`src/design/hvn_pkg.sv`:
```
// ----------------------------------------------------------------------------
// hvn_pkg: shared types and constants for the heightmap vertex normal unit
// sizes, register indexes, operation codes, sequencer and normalize states,
// normalize request and response
package hvn_pkg;

  localparam int unsigned MaxSide    = 512;
  localparam int unsigned SideBits   = $clog2(MaxSide);
  localparam int unsigned HeightBits = 16;
  localparam int unsigned AddrBits   = 2 * SideBits;

  localparam logic [1:0] RegGridWidth  = 2'd0;
  localparam logic [1:0] RegGridHeight = 2'd1;
  localparam logic [1:0] RegHeightGain = 2'd2;

  localparam logic OpWrite = 1'b0;
  localparam logic OpQuery = 1'b1;

  typedef enum logic [2:0] {
    ST_IDLE,
    ST_READ,
    ST_FACE,
    ST_VERT,
    ST_OUT
  } state_e;

  // normalize unit steps
  typedef enum logic [2:0] {
    N_IDLE,
    N_SHIFT,
    N_SQ,
    N_SQRT,
    N_DIV,
    N_DONE
  } norm_state_e;

  // request to the normalize unit
  typedef struct packed {
    logic              start;
    logic              vert;
    logic signed [40:0] x;
    logic signed [40:0] y;
    logic signed [40:0] z;
  } norm_req_t;

  typedef struct packed {
    logic              done;
    logic              zero;
    logic signed [31:0] x;
    logic signed [31:0] y;
    logic signed [31:0] z;
  } norm_rsp_t;

endpackage

```
`src/design/hvn_norm.sv`:
```
// ----------------------------------------------------------------------------
// hvn_norm: multi-cycle vector normalize
// prescale, squared length, bit-serial isqrt, restoring divide per component
// ----------------------------------------------------------------------------
module hvn_norm (
  input  logic               clk_i,
  input  logic               rst_ni,
  input  hvn_pkg::norm_req_t req_i,
  output hvn_pkg::norm_rsp_t rsp_o
);

  hvn_pkg::norm_state_e state_q, state_d;
  logic [40:0] m_q [3];
  logic [2:0]  neg_q;
  logic        vert_q;
  logic [1:0]  k_q;
  logic [63:0] l2_q, rem_q, root_q, bit_q;
  logic [31:0] len_q;
  logic [77:0] num_q;
  logic [77:0] drem_q;
  logic [6:0]  cnt_q;
  logic [31:0] res_q [3];
  logic        zero_q;

  logic [40:0] mx;
  logic [63:0] sq;
  logic [78:0] trial;
  logic [32:0] len2;

  always_comb begin
    mx = m_q[0];
    if (m_q[1] > mx) mx = m_q[1];
    if (m_q[2] > mx) mx = m_q[2];
    sq = 64'(m_q[k_q][29:0]) * 64'(m_q[k_q][29:0]);
    len2 = {len_q, 1'b0};
    trial = {drem_q, num_q[77 - cnt_q]};
  end

  // next state
  always_comb begin
    state_d = state_q;
    unique case (state_q)
      hvn_pkg::N_IDLE:  if (req_i.start) state_d = hvn_pkg::N_SHIFT;
      hvn_pkg::N_SHIFT: if (mx < 41'(64'd1 << 30)) state_d = hvn_pkg::N_SQ;
      hvn_pkg::N_SQ:    if (k_q == 2'd2) state_d = hvn_pkg::N_SQRT;
      hvn_pkg::N_SQRT:
        if (bit_q == 64'd0) state_d = (root_q == 64'd0) ? hvn_pkg::N_DONE : hvn_pkg::N_DIV;
      hvn_pkg::N_DIV:   if (cnt_q == 7'd77 && k_q == 2'd2) state_d = hvn_pkg::N_DONE;
      hvn_pkg::N_DONE:  state_d = hvn_pkg::N_IDLE;
      default:          state_d = hvn_pkg::N_IDLE;
    endcase
  end

  always_ff @(posedge clk_i or negedge rst_ni) begin
    if (!rst_ni) begin
      state_q <= hvn_pkg::N_IDLE;
    end else begin
      state_q <= state_d;
    end
  end

  always_ff @(posedge clk_i) begin
    unique case (state_q)
      hvn_pkg::N_IDLE: begin
        vert_q <= req_i.vert;
        neg_q  <= {req_i.z[40], req_i.y[40], req_i.x[40]};
        m_q[0] <= req_i.x[40] ? 41'(-req_i.x) : req_i.x;
        m_q[1] <= req_i.y[40] ? 41'(-req_i.y) : req_i.y;
        m_q[2] <= req_i.z[40] ? 41'(-req_i.z) : req_i.z;
        k_q    <= 2'd0;
        l2_q   <= 64'd0;
      end
      hvn_pkg::N_SHIFT: begin
        if (mx >= 41'(64'd1 << 30)) begin
          m_q[0] <= m_q[0] >> 1;
          m_q[1] <= m_q[1] >> 1;
          m_q[2] <= m_q[2] >> 1;
        end
      end
      hvn_pkg::N_SQ: begin
        l2_q <= l2_q + sq;
        k_q  <= k_q + 2'd1;
        if (k_q == 2'd2) begin
          rem_q  <= l2_q + sq;
          root_q <= 64'd0;
          bit_q  <= 64'd1 << 62;
        end
      end
      hvn_pkg::N_SQRT: begin
        if (bit_q != 64'd0) begin
          if (rem_q >= root_q + bit_q) begin
            rem_q  <= rem_q - (root_q + bit_q);
            root_q <= (root_q >> 1) + bit_q;
          end else begin
            root_q <= root_q >> 1;
          end
          bit_q <= bit_q >> 2;
        end else begin
          len_q  <= root_q[31:0];
          zero_q <= (root_q == 64'd0);
          k_q    <= 2'd0;
          cnt_q  <= 7'd0;
          drem_q <= 78'd0;
          // numerator 2*m*one + len
          num_q  <= (78'(m_q[0]) << (vert_q ? 15 : 31)) + 78'(root_q[31:0]);
        end
      end
      hvn_pkg::N_DIV: begin
        if (trial >= 79'(len2)) begin
          res_q[k_q] <= {res_q[k_q][30:0], 1'b1};
        end else begin
          res_q[k_q] <= {res_q[k_q][30:0], 1'b0};
        end
        if (cnt_q == 7'd77) begin
          cnt_q  <= 7'd0;
          drem_q <= 78'd0;
          k_q    <= k_q + 2'd1;
          if (k_q != 2'd2) begin
            num_q <= (78'(m_q[k_q + 2'd1]) << (vert_q ? 15 : 31)) + 78'(len_q);
          end
        end else begin
          cnt_q  <= cnt_q + 7'd1;
          drem_q <= (trial >= 79'(len2)) ? 78'(trial - 79'(len2)) : trial[77:0];
        end
      end
      default: ;
    endcase
  end

  always_comb begin
    rsp_o.done = (state_q == hvn_pkg::N_DONE);
    rsp_o.zero = zero_q;
    rsp_o.x = neg_q[0] ? -res_q[0] : res_q[0];
    rsp_o.y = neg_q[1] ? -res_q[1] : res_q[1];
    rsp_o.z = neg_q[2] ? -res_q[2] : res_q[2];
    if (zero_q) begin
      rsp_o.x = '0;
      rsp_o.y = '0;
      rsp_o.z = '0;
    end
  end

endmodule

```
`config.mk`:
```
export PLATFORM = sky130hd
export DESIGN_NAME = hvn_norm
export DESIGN_NICKNAME = d
export VERILOG_FILES = /design/src/design/hvn_pkg.sv /design/src/design/hvn_norm.sv
export SDC_FILE = /design/constraint.sdc
export NUM_CORES = 2
export LEC_CHECK = 0
export ABC_AREA = 1
export BUFFER_PORTS_ARGS = -buffer_cell sky130_fd_sc_hd__buf_2
export CORE_MARGIN = 4
export CORE_UTILIZATION = 45
export CTS_CLUSTER_DIAMETER = 100
export DETAILED_ROUTE_END_ITERATION = 8
export GPL_ROUTABILITY_DRIVEN = 0
export PLACE_DENSITY_LB_ADDON = 0.12
export SYNTH_ARGS = -nofsm -noshare
export SYNTH_HDL_FRONTEND = slang
export SYNTH_SLANG_ARGS = --single-unit
```
`constraint.sdc`:
```
create_clock -name clk_i -period 12.15 [get_ports clk_i]
set_clock_uncertainty 0.1 [all_clocks]
set_input_delay 1.8225 -clock clk_i [delete_from_list [all_inputs] [get_ports clk_i]]
set_output_delay 1.8225 -clock clk_i [all_outputs]
set_load 0.005 [all_outputs]
```
# Yosys cells after proc, flatten, opt, wreduce, memory -nomap -nowiden
# Memory sizes are Yosys's and may differ from the RTL's. A register that Yosys moved wholly into a read port is not among the register bits.
# Cells that the tools add are included.
[totals]
output_inout_bits = 98
wordCells = 142
mem_bits_rw = 219
in_bits = 127
regBits = 461
mem_count = 2
[classes]
magnitude_cmp = 7
shift = 2
n_eq_ne = 18
mux = 62
bitwise = 5
reduce_logical = 16
multipliers = 1
addsub = 16
[memory_table]
columns = ["name", "words", "word_bits", "read_ports", "rd_clocked_by_memory_dff", "write_ports", "line_no", "source"]
rows = [
  ["m_q", 3, 41, 5, 1, 3, "hvn_norm.sv:13", "logic [40:0] m_q [3];"],
  ["res_q", 3, 32, 4, 1, 1, "hvn_norm.sv:22", "logic [31:0] res_q [3];"],
]
[op_table]
columns = ["cell", "n"]
rows = [
  ["two-way mux 64 bit", 8],
  ["case mux 64 bit (2 select lines)", 4],
  ["two-way mux 78 bit", 6],
  ["two-way mux 41 bit", 8],
  ["case mux 78 bit (2 select lines)", 2],
  ["adder 78 x 32 -> 78 bit", 2],
  ["logical NOT 64 bit", 2],
  ["two-way mux 32 bit", 4],
  ["negator 41 bit", 3],
  ["two-way mux 96 bit", 1],
  ["negator 32 bit", 3],
  ["greater-than comparator 41 bit", 2],
  ["greater-or-equal comparator 79 x 33 -> 1 bit", 1],
  ["<< shifter 41 x 32 -> 78 bit", 1],
  ["<< shifter 41 x 5 -> 78 bit", 1],
  ["subtractor 78 x 33 -> 78 bit", 1],
  ["adder 63 x 64 -> 64 bit", 1],
  ["adder 64 x 60 -> 64 bit", 1],
  ["adder 64 bit", 1],
  ["greater-or-equal comparator 64 bit", 1],
  ["nonzero test 64 bit", 1],
  ["subtractor 64 bit", 1],
  ["multiplier 30 x 30 -> 60 bit", 1],
  ["greater-or-equal comparator 41 x 31 -> 1 bit, second input constant", 1],
  ["other kinds (30)", 70],
]

# Depth between registers and ports, before layout
# An unclocked memory read counts as a cell.
[logic_depth]
word_depth = 10
ltp_mapped = 41
ltp_nobuf = 38

# Least setup slack after synthesis
# No wires, ideal clock.
[synth_path]
path_kind = "reg-to-reg"
start = "memory m_q[0][28]"
end = "memory m_q[0][0], enable pin"
arrival_time_ns = 7.739
required_ns = 11.430
stages_incl_launch_ff = 36
path_slack_ns = 3.691
setup_ns = 0.620
period_less_slack_ns = 8.459
path_buffers = 4
path_cell_list = "edfxtp_1 > clkinv_1 > ha_1 > nand2_1 > nor2_1 > nand2_1 > nor2_2 > nand2_1 > nor2_1 > nand2_1 > nand3_2 > nand2_1 > buf_4 > clkbuf_1 > nand2_1 > o21ai_0 > ha_1 > nand2_1 > nor2_1 > and2_1 > nand2_1 > nor2_1 > nand3_1 > nand3_1 > nand2_2 > inv_1 > nand2_1 > nand2_1 > inv_1 > nand3_1 > nor2_1 > nand2_1 > nand2_2 > buf_4 > buf_4 > o21ai_1"
[synth_lines]
columns = ["item", "line_no"]
rows = [
  ["start: declaration", "hvn_norm.sv:13"],
]

==> impl_metrics.json <==
{
  "async_flop_share_pct": 0.444,
  "grt_pass1_vias": 75752,
  "ys_top_cells_by_count": "inv_1, nand2_1, nor2_1",
  "path_class": "flip-flop to flip-flop",
  "synth_edf_count": 671,
  "cts_htree_levels": 3,
  "syn_avg_cell_area_sq_um": 7.58,
  "grt_start_max_net_pins": 151,
  "antenna_left": 0,
  "synthCells": 11090,
  "synth_warnings": 0,
  "period_share_pct": 85.7,
  "dp_hpwl_microns": 260000,
  "seq_area_frac_synth_pct": 24.1,
  "synth_nets": 12531,
  "drtPass1Iterations": 9,
  "start_util_pct": 45.3,
  "grt_pass1_wl_microns": 474000,
  "netlist.area_leader.share_pct": 24.0,
  "clock_latency_ns": 0.74,
  "tightest_slew_ns": 1.32,
  "yosys-top-cells-area": "edfxtp_1, fa_1, inv_1, ha_1, nand2_1",
  "cts_tree": "built",
  "r2r-end": "rem_q[57]",
  "synth_flop_cell": "edfxtp_1",
  "avgRoutedWirePerCell_microns": 23.0,
  "postCtsHoldBufs": 0,
  "yosysTopAreaCell": "edfxtp_1",
  "setup_tns_ns": 0,
  "path_clk_slew_ns": 0.06,
  "synth-seq-cells": 676,
  "dpl_worst_slack_ns": 1.60,
  "fillers": 18506,
  "cts_sinks": 676,
  "hold_viol": 0,
  "reg2regPathDepth": 30,
  "cts_max_path_buffers": 3,
  "max_stage_delay_ns": 0.83,
  "whs_path_depth": 0,
  "placementRows": 158,
  "io_pins": 225,
  "crit_arrival_ns": 10.74,
  "num_vias": 77939,
  "min_to": "len_q[0]",
  "endpoint_kind": "flip-flop",
  "rrSetupSlack_ns": 1.73,
  "drtIter0Drc": 9178,
  "portBuffers": 224,
  "grt-ovfl-total": 0,
  "rsz0062_at_grt": "no",
  "post_cts_buffers": 0,
  "crit_path_top_delay_cell": "inv_1",
  "antenna_found_initial": 20,
  "routed_wl_microns": 317000,
  "ctsResizeCount": 0,
  "cpMostUsedCell": "fa_1",
  "holdWs_ns": 0.459,
  "status": "finished clean",
  "numCtsBuffers": 87,
  "drv_cap": 0,
  "drv_slew": 0,
  "drc_errors": 0,
  "final-setup-viol-count": 0,
  "synth_cell_types": 66,
  "yosysMostFrequentCell": "inv_1",
  "nets": 12675,
  "cp-start-kind": "flip-flop",
  "timing.fmax_ghz": 0.0960,
  "cp.required_ns": 12.47,
  "worst_slack_ns": 1.73,
  "hold_class": "flip-flop to flip-flop",
  "die_area_sq_um": 194000,
  "final_util_pct": 49.0,
  "relSlewSlack_pct": 11.8,
  "die_w_microns": 440,
  "core_sq_um": 186000,
  "post-route-min-period_ns": 10.42,
  "grt_usage_pct": 32.3,
  "via_per_inst": 5.65,
  "drive_gt1_share_pct": 5.10,
  "root_buffer": "clkbuf_16",
  "hp-start": "root_q[0]",
  "path_max_fanout": 57,
  "area_growth_pct": 8.21,
  "die_y_microns": 440,
  "syn_area_sq_um": 84000
}
critical path: cells and delay by family (launching register included):
kind	cells	cell delay [ns]
compound gates	9	2.05
xor+xnor	1	0.21
fa+ha+maj	9	4.50
buf+inv	8	2.36
flops	1	0.36
simple gates	3	0.50
placed cells by master, fill, tap and decap left out, types with 86 or more instances in the layout:
master     instances
edfxtp_1         671
nor3_1           166
nor4_1            86
nand2_1         1747
nand4_1          102
a21oi_1          627
nor2_1          1616
buf_4            114
xnor2_1          175
o21ai_1          169
ha_1             551
inv_1           2175
o21ai_0          812
xor2_1           245
fa_1             763
nand3_1          308
clkbuf_16         87
buf_2            224
cells by family after synthesis:
kind of cell    Yosys count  synth area share [%]
compound gates         2024                  13.3
xor+xnor                420                  4.38
flops                   676                  24.1
fa+ha+maj              1314                  26.4
simple gates           4166                  20.4
buf+inv                2487                  11.4
mux                       3                0.0372
how the worst max path moves through the flow:
stage	startpoint	end	slack [ns]	cells after the start
6_report	flip-flop	rem_q[57]	1.73	30
5_1_grt	flip-flop	rem_q[63]	1.34	31
4_1_cts	flip-flop	rem_q[46]	1.51	28
3_5_place_dp	flip-flop	rem_q[46]	1.60	28
3_3_place_gp	flip-flop	rem_q[46]	1.65	28
2_1_floorplan	m_q[0][28]	m_q[0][0]	3.69	35
flip-flops by register name, indices dropped and copies added, names as in the netlist, 7 cells and up, named ones only:
signal and flops:
cnt_q 7, len_q 32, res_q 127, drem_q 78
rem_q 64, bit_q 32, m_q 123, num_q 73
l2_q 64, root_q 64
through the flow:
stage	area [sq um]	std cells
3_3_place_gp	88000	13624
5_1_grt	90900	13784
4_1_cts	90900	13781
6_report	90900	13795
2_1_floorplan	84000	11090
3_5_place_dp	88000	13624
layout make-up:
cell class | instances | area (sq um) | area share, %
clock buffers | 98 | 2240 | 2.46
repair buffers | 342 | 2040 | 2.25
diodes | 13 | 32.5 | 0.0358
well taps | 2480 | 3100 | 3.41
flip-flops and latches | 676 | 20300 | 22.3
inverters | 2200 | 8260 | 9.08
clock inverters | 59 | 678 | 0.746
multi-input cells | 7927 | 54300 | 59.7
metal layers:
layer  vias up  GRT usage, %  share of wire [%]
li1      35971             -                  -
met1     37299          42.6                 40
met2      3907          50.3                 44
met3       756          7.00                 10
met4         6          15.9                5.9
met5         -             0              0.014
Power is not shown: default switching activity piles up to over one toggle a cycle in this logic, so the estimate is an artifact.
